### config.mk
export PLATFORM = sky130hd
export DESIGN_NAME = sgm_path_cost_aggregation_unit
export DESIGN_NICKNAME = d
export VERILOG_FILES = /design/src/hdl/sgmpca_pkg.sv /design/src/hdl/sgm_path_cost_aggregation_unit.sv /design/src/hdl/sgmpca_cost_store.sv /design/src/hdl/sgmpca_cost_update.sv
export SDC_FILE = /design/constraint.sdc
export NUM_CORES = 2
export LEC_CHECK = 0
export BUFFER_PORTS_ARGS = -buffer_cell sky130_fd_sc_hd__buf_2
export CAP_MARGIN = 20
export CORE_MARGIN = 2
export CORE_UTILIZATION = 40
export CTS_BUF_LIST = sky130_fd_sc_hd__clkbuf_16
export DETAILED_ROUTE_END_ITERATION = 8
export SLEW_MARGIN = 10
export SYNTH_ARGS = -nofsm -noshare
export SYNTH_HDL_FRONTEND = slang
export SYNTH_SLANG_ARGS = --single-unit
### constraint.sdc
create_clock -name clock -period 43.2 [get_ports clock]
set_clock_uncertainty 0.05 [all_clocks]
set_input_delay 6.48 -clock clock [delete_from_list [all_inputs] [get_ports clock]]
set_output_delay 6.48 -clock clock [all_outputs]
set_load 0.03 [all_outputs]
### src/hdl/sgmpca_pkg.sv
// Shared types and constants for the SGM path cost aggregation unit.
// Depends on nothing; every other file refers to it by scoped names.
`default_nettype none

package sgmpca_pkg;

   // Storage geometry.
   localparam int MAX_DISP   = 64;
   localparam int DISP_W     = $clog2(MAX_DISP);
   localparam int NUM_DISP_W = 7;
   localparam int CMP_W      = (DISP_W + 1 > NUM_DISP_W) ? DISP_W + 1 : NUM_DISP_W;

   // Field widths.
   localparam int MATCH_W   = 8;
   localparam int PENALTY_W = 14;
   localparam int COST_W    = 15;
   localparam int P1_W      = 8;
   localparam int CSR_W     = 8;

   // Cost constants.
   localparam logic [COST_W-1:0] OUT_OF_RANGE_COST = COST_W'(255 * 64);
   localparam logic [COST_W-1:0] SUM_LIMIT         = COST_W'(32767);
   localparam logic [COST_W-1:0] MIN_ALL_ONES      = '1;

   // Register reset values.
   localparam logic [P1_W-1:0]       SMALL_PENALTY_RST = P1_W'(8);
   localparam logic [NUM_DISP_W-1:0] NUM_DISP_RST      = NUM_DISP_W'(64);

   // Register indexes of the configuration port.
   typedef enum logic [0:0] {
      CSR_SMALL_PENALTY   = 1'b0,
      CSR_NUM_DISPARITIES = 1'b1
   } csr_index_type;

   // One item held in the request register.
   typedef struct packed {
      logic [MATCH_W-1:0]   match_cost;
      logic [PENALTY_W-1:0] large_penalty;
      logic [COST_W-1:0]    prior_sum;
      logic                 path_start;
      logic                 first;
      logic                 last;
      logic [DISP_W-1:0]    disp;
   } item_type;

   // Old path costs read for one item: its own disparity and the next one.
   typedef struct packed {
      logic [COST_W-1:0] old_cost;
      logic [COST_W-1:0] right_cost;
   } store_rd_type;

endpackage

`default_nettype wire

### src/hdl/sgm_path_cost_aggregation_unit.sv
// SGM path cost aggregation along one scan direction. The unit takes one
// disparity element per cycle while req_ready is high, disparities ascending
// within each pixel, and offers one result per element on the result channel
// from the result register: the cost memory is read at the transfer edge,
// alongside the request register, and the recurrence runs in one pass between
// the request register and the result register. The previous pixel's costs
// sit in a 64-entry memory read at the current and next disparity; per-entry
// valid bits stand for its zero reset, so no clearing pass is needed and
// elements are taken from the first cycle after reset. A stalled result holds
// one more element in the request register before the request side stalls.
// Pixel boundaries come from an internal disparity counter alone.
// Depends on sgmpca_pkg, sgmpca_cost_store and sgmpca_cost_update.
`default_nettype none

module sgm_path_cost_aggregation_unit (
   input  wire logic                                  clock,
   input  wire logic                                  reset,
   // Configuration writes.
   input  wire logic                                  csr_wr_en,
   input  wire logic [0:0]                            csr_index,
   input  wire logic [sgmpca_pkg::CSR_W-1:0]          csr_wr_data,
   // Request channel.
   input  wire logic                                  req_valid,
   output logic                                       req_ready,
   input  wire logic [sgmpca_pkg::MATCH_W-1:0]        req_match_cost,
   input  wire logic [sgmpca_pkg::PENALTY_W-1:0]      req_large_penalty,
   input  wire logic [sgmpca_pkg::COST_W-1:0]         req_prior_sum,
   input  wire logic                                  req_path_start,
   // Result channel.
   output logic                                       rsp_valid,
   input  wire logic                                  rsp_ready,
   output logic      [sgmpca_pkg::COST_W-1:0]         rsp_path_cost,
   output logic      [sgmpca_pkg::COST_W-1:0]         rsp_new_sum,
   output logic                                       rsp_last_of_pixel
);

   localparam int CW = sgmpca_pkg::CMP_W;
   localparam int DW = sgmpca_pkg::DISP_W;

   // Configuration registers.
   logic [sgmpca_pkg::P1_W-1:0]       small_penalty_ff;
   logic [sgmpca_pkg::NUM_DISP_W-1:0] num_disp_ff;

   // Request side.
   logic [DW-1:0]                     cnt_ff;
   logic [DW-1:0]                     cnt_in;
   logic [CW-1:0]                     n_eff;
   logic [DW-1:0]                     disp;
   logic                              last;
   logic                              req_xfer;

   // Compute stage.
   logic                              s1_valid_ff;
   sgmpca_pkg::item_type              s1_item_ff;
   sgmpca_pkg::item_type              s1_item_in;
   logic [sgmpca_pkg::COST_W-1:0]     s1_held_ff;
   logic                              s1_fire;
   sgmpca_pkg::store_rd_type          store_rd;
   logic [sgmpca_pkg::COST_W-1:0]     cost;
   logic [sgmpca_pkg::COST_W-1:0]     sum;

   // Pixel minima.
   logic [sgmpca_pkg::COST_W-1:0]     prev_min_ff;
   logic [sgmpca_pkg::COST_W-1:0]     run_min_ff;
   logic [sgmpca_pkg::COST_W-1:0]     run_min_in;

   // Result register.
   logic                              rsp_valid_ff;
   logic [sgmpca_pkg::COST_W-1:0]     rsp_path_cost_ff;
   logic [sgmpca_pkg::COST_W-1:0]     rsp_new_sum_ff;
   logic                              rsp_last_ff;

   // Configuration write port.
   always_ff @(posedge clock) begin
      if (reset) begin
         small_penalty_ff <= sgmpca_pkg::SMALL_PENALTY_RST;
         num_disp_ff      <= sgmpca_pkg::NUM_DISP_RST;
      end else if (csr_wr_en) begin
         case (sgmpca_pkg::csr_index_type'(csr_index))
            sgmpca_pkg::CSR_SMALL_PENALTY: begin
               small_penalty_ff <= csr_wr_data[sgmpca_pkg::P1_W-1:0];
            end
            sgmpca_pkg::CSR_NUM_DISPARITIES: begin
               num_disp_ff <= csr_wr_data[sgmpca_pkg::NUM_DISP_W-1:0];
            end
            default: begin
            end
         endcase
      end
   end

   // Disparity count in use, clamped to one through the memory depth.
   always_comb begin
      if (num_disp_ff == '0) begin
         n_eff = CW'(1);
      end else if (CW'(num_disp_ff) > CW'(sgmpca_pkg::MAX_DISP)) begin
         n_eff = CW'(sgmpca_pkg::MAX_DISP);
      end else begin
         n_eff = CW'(num_disp_ff);
      end
   end

   // Disparity of the next transfer; a counter past the count means last.
   always_comb begin
      if (CW'(cnt_ff) >= n_eff) begin
         disp = DW'(n_eff - CW'(1));
      end else begin
         disp = cnt_ff;
      end
      last   = (CW'(disp) + CW'(1)) >= n_eff;
      cnt_in = last ? '0 : disp + DW'(1);
   end

   // Handshake: the compute stage frees up whenever the result can move.
   assign s1_fire   = s1_valid_ff && (!rsp_valid_ff || rsp_ready);
   assign req_ready = !s1_valid_ff || s1_fire;
   assign req_xfer  = req_valid && req_ready;

   always_comb begin
      s1_item_in.match_cost    = req_match_cost;
      s1_item_in.large_penalty = req_large_penalty;
      s1_item_in.prior_sum     = req_prior_sum;
      s1_item_in.path_start    = req_path_start;
      s1_item_in.first         = (disp == '0);
      s1_item_in.last          = last;
      s1_item_in.disp          = disp;
   end

   // Request register and disparity counter.
   always_ff @(posedge clock) begin
      if (reset) begin
         s1_valid_ff <= 1'b0;
         cnt_ff      <= '0;
      end else begin
         if (req_xfer) begin
            s1_valid_ff <= 1'b1;
            cnt_ff      <= cnt_in;
         end else if (s1_fire) begin
            s1_valid_ff <= 1'b0;
         end
      end
   end

   // The held neighbor is the old cost read for the element before.
   always_ff @(posedge clock) begin
      if (reset) begin
         s1_held_ff <= '0;
      end else if (req_xfer) begin
         s1_held_ff <= store_rd.old_cost;
      end
   end

   always_ff @(posedge clock) begin
      if (req_xfer) begin
         s1_item_ff <= s1_item_in;
      end
   end

   // Previous pixel's costs, overwritten as the current pixel proceeds.
   sgmpca_cost_store u_store (
      .clock     (clock),
      .reset     (reset),
      .rd_en     (req_xfer),
      .rd_addr_c (disp),
      .rd_addr_r (disp + DW'(1)),
      .wr_en     (s1_fire),
      .wr_addr   (s1_item_ff.disp),
      .wr_data   (cost),
      .rd_data   (store_rd)
   );

   sgmpca_cost_update u_update (
      .item          (s1_item_ff),
      .prev          (store_rd),
      .held_cost     (s1_held_ff),
      .prev_min      (prev_min_ff),
      .small_penalty (small_penalty_ff),
      .path_cost     (cost),
      .new_sum       (sum)
   );

   // Minimum tracking across a pixel.
   assign run_min_in = (cost < run_min_ff) ? cost : run_min_ff;

   always_ff @(posedge clock) begin
      if (reset) begin
         prev_min_ff <= '0;
         run_min_ff  <= sgmpca_pkg::MIN_ALL_ONES;
      end else if (s1_fire) begin
         if (s1_item_ff.last) begin
            prev_min_ff <= run_min_in;
            run_min_ff  <= sgmpca_pkg::MIN_ALL_ONES;
         end else begin
            run_min_ff <= run_min_in;
         end
      end
   end

   // Result register.
   always_ff @(posedge clock) begin
      if (reset) begin
         rsp_valid_ff <= 1'b0;
      end else if (s1_fire) begin
         rsp_valid_ff <= 1'b1;
      end else if (rsp_ready) begin
         rsp_valid_ff <= 1'b0;
      end
   end

   always_ff @(posedge clock) begin
      if (s1_fire) begin
         rsp_path_cost_ff <= cost;
         rsp_new_sum_ff   <= sum;
         rsp_last_ff      <= s1_item_ff.last;
      end
   end

   assign rsp_valid         = rsp_valid_ff;
   assign rsp_path_cost     = rsp_path_cost_ff;
   assign rsp_new_sum       = rsp_new_sum_ff;
   assign rsp_last_of_pixel = rsp_last_ff;

endmodule

`default_nettype wire

### src/hdl/sgmpca_cost_store.sv
// Path cost memory of the previous pixel: one write port, two read ports,
// registered read data, per-entry valid bits and write-to-read bypass.
// Depends on sgmpca_pkg.
`default_nettype none

module sgmpca_cost_store (
   input  wire logic                              clock,
   input  wire logic                              reset,
   input  wire logic                              rd_en,
   input  wire logic [sgmpca_pkg::DISP_W-1:0]     rd_addr_c,
   input  wire logic [sgmpca_pkg::DISP_W-1:0]     rd_addr_r,
   input  wire logic                              wr_en,
   input  wire logic [sgmpca_pkg::DISP_W-1:0]     wr_addr,
   input  wire logic [sgmpca_pkg::COST_W-1:0]     wr_data,
   output sgmpca_pkg::store_rd_type               rd_data
);

   logic [sgmpca_pkg::COST_W-1:0] mem_ff [sgmpca_pkg::MAX_DISP];
   logic                          vld_ff [sgmpca_pkg::MAX_DISP];

   logic [sgmpca_pkg::COST_W-1:0] old_rd_ff;
   logic [sgmpca_pkg::COST_W-1:0] right_rd_ff;
   logic [sgmpca_pkg::COST_W-1:0] old_byp_ff;
   logic [sgmpca_pkg::COST_W-1:0] right_byp_ff;
   logic                          old_vld_ff;
   logic                          right_vld_ff;
   logic                          old_hit_ff;
   logic                          right_hit_ff;

   logic old_hit_in;
   logic right_hit_in;

   // A write at the same edge as a read of the same entry is passed through.
   assign old_hit_in   = wr_en && (wr_addr == rd_addr_c);
   assign right_hit_in = wr_en && (wr_addr == rd_addr_r);

   // Memory array and read data registers.
   always_ff @(posedge clock) begin
      if (wr_en) begin
         mem_ff[wr_addr] <= wr_data;
      end
      if (rd_en) begin
         old_rd_ff    <= mem_ff[rd_addr_c];
         right_rd_ff  <= mem_ff[rd_addr_r];
         old_byp_ff   <= wr_data;
         right_byp_ff <= wr_data;
      end
   end

   // Valid bits stand for the all-zero reset contents of the memory.
   always_ff @(posedge clock) begin
      if (reset) begin
         for (int i = 0; i < sgmpca_pkg::MAX_DISP; i++) begin
            vld_ff[i] <= 1'b0;
         end
         old_vld_ff   <= 1'b0;
         right_vld_ff <= 1'b0;
         old_hit_ff   <= 1'b0;
         right_hit_ff <= 1'b0;
      end else begin
         if (wr_en) begin
            vld_ff[wr_addr] <= 1'b1;
         end
         if (rd_en) begin
            old_vld_ff   <= vld_ff[rd_addr_c];
            right_vld_ff <= vld_ff[rd_addr_r];
            old_hit_ff   <= old_hit_in;
            right_hit_ff <= right_hit_in;
         end
      end
   end

   // Resolve bypass and never-written entries.
   always_comb begin
      if (old_hit_ff) begin
         rd_data.old_cost = old_byp_ff;
      end else if (old_vld_ff) begin
         rd_data.old_cost = old_rd_ff;
      end else begin
         rd_data.old_cost = '0;
      end
      if (right_hit_ff) begin
         rd_data.right_cost = right_byp_ff;
      end else if (right_vld_ff) begin
         rd_data.right_cost = right_rd_ff;
      end else begin
         rd_data.right_cost = '0;
      end
   end

endmodule

`default_nettype wire

### src/hdl/sgmpca_cost_update.sv
// Path cost recurrence for one disparity: min-subtraction of the previous
// costs, the four-way minimum with P1 and P2, and the saturating sum.
// Depends on sgmpca_pkg.
`default_nettype none

module sgmpca_cost_update (
   input  wire sgmpca_pkg::item_type              item,
   input  wire sgmpca_pkg::store_rd_type          prev,
   input  wire logic [sgmpca_pkg::COST_W-1:0]     held_cost,
   input  wire logic [sgmpca_pkg::COST_W-1:0]     prev_min,
   input  wire logic [sgmpca_pkg::P1_W-1:0]       small_penalty,
   output logic      [sgmpca_pkg::COST_W-1:0]     path_cost,
   output logic      [sgmpca_pkg::COST_W-1:0]     new_sum
);

   localparam int W = sgmpca_pkg::COST_W + 1;

   logic [sgmpca_pkg::COST_W-1:0] rel_c;
   logic [sgmpca_pkg::COST_W-1:0] rel_l;
   logic [sgmpca_pkg::COST_W-1:0] rel_r;
   logic [sgmpca_pkg::COST_W-1:0] left_v;
   logic [sgmpca_pkg::COST_W-1:0] right_v;
   logic [sgmpca_pkg::COST_W-1:0] centre_v;
   logic [W-1:0]                  left_p;
   logic [W-1:0]                  right_p;
   logic [W-1:0]                  min_lr;
   logic [W-1:0]                  min_cp;
   logic [W-1:0]                  best;
   logic [W-1:0]                  cost_full;
   logic [W-1:0]                  sum_full;

   // Costs relative to the previous pixel's minimum, floored at zero.
   function automatic logic [sgmpca_pkg::COST_W-1:0] rel_cost(
      input logic [sgmpca_pkg::COST_W-1:0] v,
      input logic [sgmpca_pkg::COST_W-1:0] m
   );
      rel_cost = (v >= m) ? v - m : '0;
   endfunction

   always_comb begin
      rel_c = rel_cost(prev.old_cost, prev_min);
      rel_l = rel_cost(held_cost, prev_min);
      rel_r = rel_cost(prev.right_cost, prev_min);

      // At a path start all in-range previous costs count as zero.
      centre_v = item.path_start ? '0 : rel_c;
      if (item.first) begin
         left_v = sgmpca_pkg::OUT_OF_RANGE_COST;
      end else begin
         left_v = item.path_start ? '0 : rel_l;
      end
      if (item.last) begin
         right_v = sgmpca_pkg::OUT_OF_RANGE_COST;
      end else begin
         right_v = item.path_start ? '0 : rel_r;
      end

      // Four-way minimum.
      left_p  = W'(left_v) + W'(small_penalty);
      right_p = W'(right_v) + W'(small_penalty);
      min_lr  = (left_p < right_p) ? left_p : right_p;
      min_cp  = (W'(centre_v) < W'(item.large_penalty)) ?
                W'(centre_v) : W'(item.large_penalty);
      best    = (min_lr < min_cp) ? min_lr : min_cp;

      cost_full = best + W'(item.match_cost);
      path_cost = cost_full[sgmpca_pkg::COST_W-1:0];

      // Direction sum, saturated.
      sum_full = W'(item.prior_sum) + W'(path_cost);
      if (sum_full > W'(sgmpca_pkg::SUM_LIMIT)) begin
         new_sum = sgmpca_pkg::SUM_LIMIT;
      end else begin
         new_sum = sum_full[sgmpca_pkg::COST_W-1:0];
      end
   end

endmodule

`default_nettype wire
* Yosys cells after proc, flatten, opt, wreduce, memory -nomap -nowiden
Memories as Yosys holds them, arrays and structs flattened. A register that Yosys moved wholly into a read port is not among the register bits. Cells that the tools add are included.
Operators by class: shift-type cells 0, eq/ne operators 2, reduce and logical (&&, ||, !) cells 16, magnitude comparators 11, bitwise gates (word level) 1, muxes and demuxes 34, multipliers 0, divide/modulo/power cells 0, add/subtract/negate cells 10
Operators with widths (count):
- two-way mux 15 bit | 16
- >= comparator 15 bit | 3
- subtractor 15 bit | 3
- adder 15 x 8 -> 16 bit | 2
- two-way mux 6 bit | 3
- adder 15 x 15 -> 16 bit | 1
- greater-than comparator 16 x 15 -> 1 bit, second input constant | 1
- < comparator 16 x 15 -> 1 bit | 1
- < comparator 16 bit | 1
- two-way mux 16 bit | 1
- adder 15 x 8 -> 15 bit | 1
- < comparator 15 x 14 -> 1 bit | 1
- < comparator 15 bit | 1
- two-way mux 7 bit | 2
- == test 6 bit | 2
- two-way mux 1 bit | 12
- adder 6 x 1 -> 7 bit, second input constant | 1
- >= comparator 6 x 7 -> 1 bit | 1
- >= comparator 7 bit | 1
- greater-than comparator 7 bit, second input constant | 1
- zero test 7 bit | 1
- adder 6 x 1 -> 6 bit, second input constant | 1
- zero test 6 bit | 1
- AND reduction 2 bit | 3
- 7 further kinds | 13
Storage, ports and cells: memory bits (read-only) 0, register bits 162, RAM bits 1024, input port bits 52, output and inout port bits 33, memories kept 2, latch bits 0, logic and storage cells 97
Memory list:
- u_store.mem_ff | words 64, width 15, rd ports 2, clocked after memory_dff 2, wr ports 1, line sgmpca_cost_store.sv:18 | logic [sgmpca_pkg::COST_W-1:0] mem_ff [sgmpca_pkg::MAX_DISP];
- u_store.vld_ff | words 64, width 1, rd ports 2, clocked after memory_dff 2, wr ports 64, line sgmpca_cost_store.sv:19 | logic vld_ff [sgmpca_pkg::MAX_DISP];

* Logic depth before layout (Yosys ltp)
word-level depth 15, gate-level depth with buffers 64, depth with buffers taken out 57

* Cells and area by module
Synthesis repeated with hierarchy kept, for this count alone.
Unflattened totals: cell total of the unflattened synthesis 3774, area total of the unflattened synthesis 61521.5 sq um
Modules (own cells, without submodules):
- sgmpca_cost_store | times used 1, cells an instance 2319, area each 49085.8 sq um, sequential area each 31540.2 sq um
- sgmpca_cost_update | times used 1, cells an instance 955, area each 6541.3 sq um, sequential area each 0.0 sq um
- sgm_path_cost_aggregation_unit | times used 1, cells an instance 500, area each 5894.4 sq um, sequential area each 3673.5 sq um

* Worst setup path before layout
Ideal clock, no wire load.
path type register -> register, start point reg u_store.right_hit_ff, end point reg run_min_ff[7] (netlist bit), path buffers 6, setup time 0.079 ns, period minus slack after synthesis 15.088 ns, arrival time 14.959 ns, cell stages (with the launch flop) 56, path slack 28.112 ns, path through dfxtp_1 -> clkbuf_1 -> nor2b_1 -> clkbuf_1 -> a22o_1 -> ha_1 -> and2_1 -> a2111oi_0 -> nor3_1 -> o2111ai_1 -> a21oi_1 -> and2_1 -> ha_1 -> a211o_1 -> a211oi_1 -> nor2_1 -> o21ai_1 -> nor2_1 -> [... 20 more ...] -> ha_1 -> a21o_1 -> a21oi_1 -> o21bai_1 -> a21o_1 -> a21oi_1 -> o21ai_0 -> o2111a_1 -> o31ai_1 -> ha_1 -> nand2_1 -> a31oi_1 -> o211ai_1 -> nand2_1 -> nor2_1 -> clkbuf_1 -> nand2_1 -> o211ai_1
Between the ends: cells in the longest elaborated chain, start to end 14
Ends and longest elaborated chain:
- start: declaration | line sgmpca_cost_store.sv:28 | logic right_hit_ff;
- start signal: assignment | line sgmpca_cost_store.sv:68 | right_hit_ff <= right_hit_in;
- two-way mux 15 bit (*) | line sgmpca_cost_store.sv:82 | if (right_hit_ff) begin
- subtractor 15 bit or >= comparator 15 bit (tied branches) | line sgmpca_cost_update.sv:37 | rel_cost = (v >= m) ? v - m : '0;
- two-way mux 15 bit (*) | line sgmpca_cost_update.sv:37
- two-way mux 15 bit (*) | line sgmpca_cost_update.sv:55 | right_v = item.path_start ? '0 : rel_r;
- two-way mux 15 bit (*) | line sgmpca_cost_update.sv:52 | if (item.last) begin
- adder 15 x 8 -> 16 bit (*) | line sgmpca_cost_update.sv:60 | right_p = W'(right_v) + W'(small_penalty);
- < comparator 16 bit | line sgmpca_cost_update.sv:61 | min_lr = (left_p < right_p) ? left_p : right_p;
- two-way mux 16 bit (*) | line sgmpca_cost_update.sv:61
- < comparator 16 x 15 -> 1 bit | line sgmpca_cost_update.sv:64 | best = (min_lr < min_cp) ? min_lr : min_cp;
- two-way mux 15 bit (*) | line sgmpca_cost_update.sv:64
- adder 15 x 8 -> 15 bit (*) | line sgmpca_cost_update.sv:66 | cost_full = best + W'(item.match_cost);
- net cost, one bit | line sgm_path_cost_aggregation_unit.sv:59 | logic [sgmpca_pkg::COST_W-1:0] cost;
- < comparator 15 bit (*) | line sgm_path_cost_aggregation_unit.sv:183 | assign run_min_in = (cost < run_min_ff) ? cost : run_min_ff;
- two-way mux 15 bit (*) | line sgm_path_cost_aggregation_unit.sv:183
- two-way mux 15 bit (*) | line sgm_path_cost_aggregation_unit.sv:190 | if (s1_item_ff.last) begin
- end signal: assignment | line sgm_path_cost_aggregation_unit.sv:188 | run_min_ff <= sgmpca_pkg::MIN_ALL_ONES;
- end signal: assignment | line sgm_path_cost_aggregation_unit.sv:192 | run_min_ff <= sgmpca_pkg::MIN_ALL_ONES;
- end signal: assignment | line sgm_path_cost_aggregation_unit.sv:194 | run_min_ff <= run_min_in;
- end: declaration | line sgm_path_cost_aggregation_unit.sv:64 | logic [sgmpca_pkg::COST_W-1:0] run_min_ff;
The timed path passes the listed nets; every way through them passes the cells marked *. A chain may end at the register's enable or synchronous reset.

* Worst setup path after layout
start point reg u_store.right_hit_ff, end point reg run_min_ff[4] (netlist bit)
Same word-level chain as after synthesis.

==> results.md <==
- Ys Warns: 0
- Fin. Hold Viols: 0
- Fraction of registers with async set/reset: 0%
- Reg2reg start: u_store.right_hit_ff
- Die W: 401 µm
- Clk_lat worst skew: 0.80 ns
- Worst Setup SP: u_store.right_hit_ff
- Top Ports: 85
- Die height: 401 µm
- Post-synthesis register bit count: 1218
- Setup TNS: 0 ns
- Crit Path Max Fanout: 70
- Place WS: 26.92 ns
- Worst hold path type: flip-flop to flip-flop
- Clock Sinks: 1218
- Rel. slew slack: 19.8%
- Worst Max-Slew Pin Slew: 1.19 ns
- Outcome: completed
- Largest net degree at the start of global routing: 146
- Post-synth EDFFs: 1082
- Clock buffer depth: 3
- CORE AREA: 0.156 mm²
- Routability Congestion: 0.916
- Post-Synthesis Cells: 5472
- I/O Buffers: 84
- Initial antenna violation count: 9
- Routed WL: 208 mm
- Kind of critical path: flip-flop to flip-flop
- Starting Density: 40.4%
- Global route overflow: 0
- Top_reg_cell synth: edfxtp_1
- Data required, critical path: 43.85 ns
- First-pass detailed-route iteration total: 7
- CTS tree: built
- Std cell rows: 145
- NumNets Final: 5644
- Setup Buffers After CTS: 0
- DRC Markers: 0
- Setup slack after layout: 27.16 ns
- # resized after CTS: 0
- Clock root buffer: clkbuf_16
- Vias/cell: 6.17
- Sequential area share after synthesis: 55.8%
- DPL Wire Length: 124 mm
- Die ar.: 0.161 mm²
- Final setup viols: 0
- Synth-to-Final Area Change: 11.8%
- Slew Limit Fails: 0
- Crit path largest cell delay: 0.86 ns
- Total GRT Usage: 25.3%
- Fin crit share: 37.1%
- Clk slew on worst S/H paths: 0.06 ns
- Final min period: 16.04 ns
- RSZ-0062 raised after global routing: no
- Kind of end point of the critical path: flip-flop
- Max cap viols: 0
- Cts hold-fix bufs: 0
- H-tree levels: 4
- Synthesized area: 0.0631 mm²
- Share of post-route cells with drive strength above 1: 14.7%
- Vias in the first global route: 44881
- Final ANT Viol Nets: 0
- Min-delay src: prev_min_ff[11]
- CP arrival: 16.68 ns
- Max stage delay cell, worst path: o21ai_0
- Post-Syn Area per Cell: 11.5 µm²
- Post-Syn Nets: 5690
- First-pass GRT wire length: 301 mm
- Routed length per instance: 27.4 µm
- CP Launch Type: flip-flop
- CTS Buf Count: 138
- DRT iter0 DRCs: 5957
- Max Clk Rate: 0.0623 GHz
- Via count: 46840
- Post-synth cell types: 90
-- final cells by class --
cell class / count / area, µm²
Clock buffer: 140 / 3500
Antenna cell: 3 / 7.51
Tap cell: 2058 / 2570
Fill cell: 14047 / 85800
Sequential cell: 1218 / 35200
Clock inverter: 101 / 898
Inverter: 123 / 488
Timing Repair Buffer: 185 / 1280
Multi-Input combinational cell: 3760 / 26600
-- path summary, 6_finish.rpt --
path,depth (start not counted),slack [ns],endpoint
worst min register to register,2,0.41,prev_min_ff[11]
worst max-delay path,61,27.16,run_min_ff[4]
worst max register to register,61,27.16,run_min_ff[4]
worst min-delay path,2,0.41,prev_min_ff[11]
-- cells by family after synthesis --
family / Yosys count / synth area share (%)
and+or+nand+nor: 2381 / 16.4
DFF: 1218 / 55.8
AOI/OAI and AO/OA: 773 / 8.64
buffers and inverters: 494 / 2.95
muxes: 371 / 11.9
adders and majority gates: 166 / 3.37
xor gates and xnor gates: 68 / 0.943
other: 1 / 0.00594
-- critical path, delay by kind of cell, from the launching register on --
kind,cells,cell delay [ns]
AOI/OAI and AO/OA,24,6.30
adders and majority gates,8,2.38
buffers and inverters,9,2.13
muxes,2,0.57
DFF,1,0.70
and+or+nand+nor,17,3.60
xor gates and xnor gates,1,0.13
-- per-layer routing --
metal | wire length (µm) | global-route usage, %
met5 | 34 | 0
met4 | 8660 | 10.5
met2 | 96800 | 40.6
met3 | 19900 | 4.43
met1 | 82300 | 33.8
-- synth_stat cells, types with 7 or more instances --
library cell     n  area [µm²]
nand2_1       1247        4680
edfxtp_1      1082       32500
nand3_1        569        2850
clkbuf_1       322        1210
mux4_2         300        6760
nor2_1         299        1120
a21oi_1        182         911
a311oi_1       164        1440
ha_1           159        1990
dfxtp_1        136        2720
inv_1          118         443
o21ai_0        104         521
and3_1          88         551
a31oi_1         48         300
xnor2_1         47         412
buf_1           43         161
a211oi_1        41         308
mux2i_1         41         410
a21o_1          40         300
nor3_1          37         185
a22o_1          30         263
mux2_2          29         327
nor2b_1         24         150
xor2_1          21         184
nand2b_1        20         125
nand4_1         19         119
o211ai_1        19         143
o21a_1          17         128
or3_1           17         106
a211o_1         14         123
and2_1          12        75.1
a21boi_0        10        75.1
o22ai_1         10        62.6
nand3b_1         8        60.1
nor4_1           8        50.1
o2111ai_1        8        70.1
fa_1             7         140
o31ai_1          7        52.6
-- stage by stage --
stage               hold slack (ns)  utilization [%]  cells  area (µm²)
detailed placement            0.399             42.3   7339       66100
finish                        0.410             45.1   7588       70600
global placement              0.384             42.3   7339       66100
CTS                           0.411             45.1   7580       70500
global route                  0.425             45.1   7586       70600
floorplan                     0.373                -   5472       63100
-- registers in the layout, indices dropped and copies added (netlist names), 6 cells and up --
name / count
small_penalty_ff: 8
num_disp_ff: 7
rsp_path_cost: 15
u_store.vld_ff: 64
u_store.mem_ff: 960
prev_min_ff: 15
s1_item_ff: 46
u_store.old_rd_ff: 15
u_store.old_byp_ff: 15
cnt_ff: 6
u_store.right_rd_ff: 15
run_min_ff: 15
s1_held_ff: 15
rsp_new_sum: 15
-- cell usage in the layout (no fill, tap or decap), types with 26 or more instances in the layout --
| cell type | instances |
|---|---|
| mux4_2 | 300 |
| clkbuf_16 | 140 |
| xnor2_1 | 42 |
| clkinv_1 | 27 |
| nor2_4 | 37 |
| ha_1 | 157 |
| a22o_1 | 30 |
| buf_2 | 83 |
| and3_1 | 88 |
| nand3_1 | 569 |
| a21o_1 | 40 |
| nor2_2 | 29 |
| mux2i_1 | 38 |
| a211oi_1 | 41 |
| dfxtp_1 | 136 |
| o21ai_0 | 104 |
| nor2_1 | 233 |
| a21oi_1 | 180 |
| edfxtp_1 | 1082 |
| buf_4 | 93 |
| a31oi_1 | 48 |
| nor3_1 | 37 |
| inv_1 | 146 |
| mux2_2 | 26 |
| nand2_1 | 1246 |
| a311oi_1 | 164 |
Power is left out: the tool's default activity adds up to more than one toggle a clock period on the data nets, which glitch-free logic cannot reach.
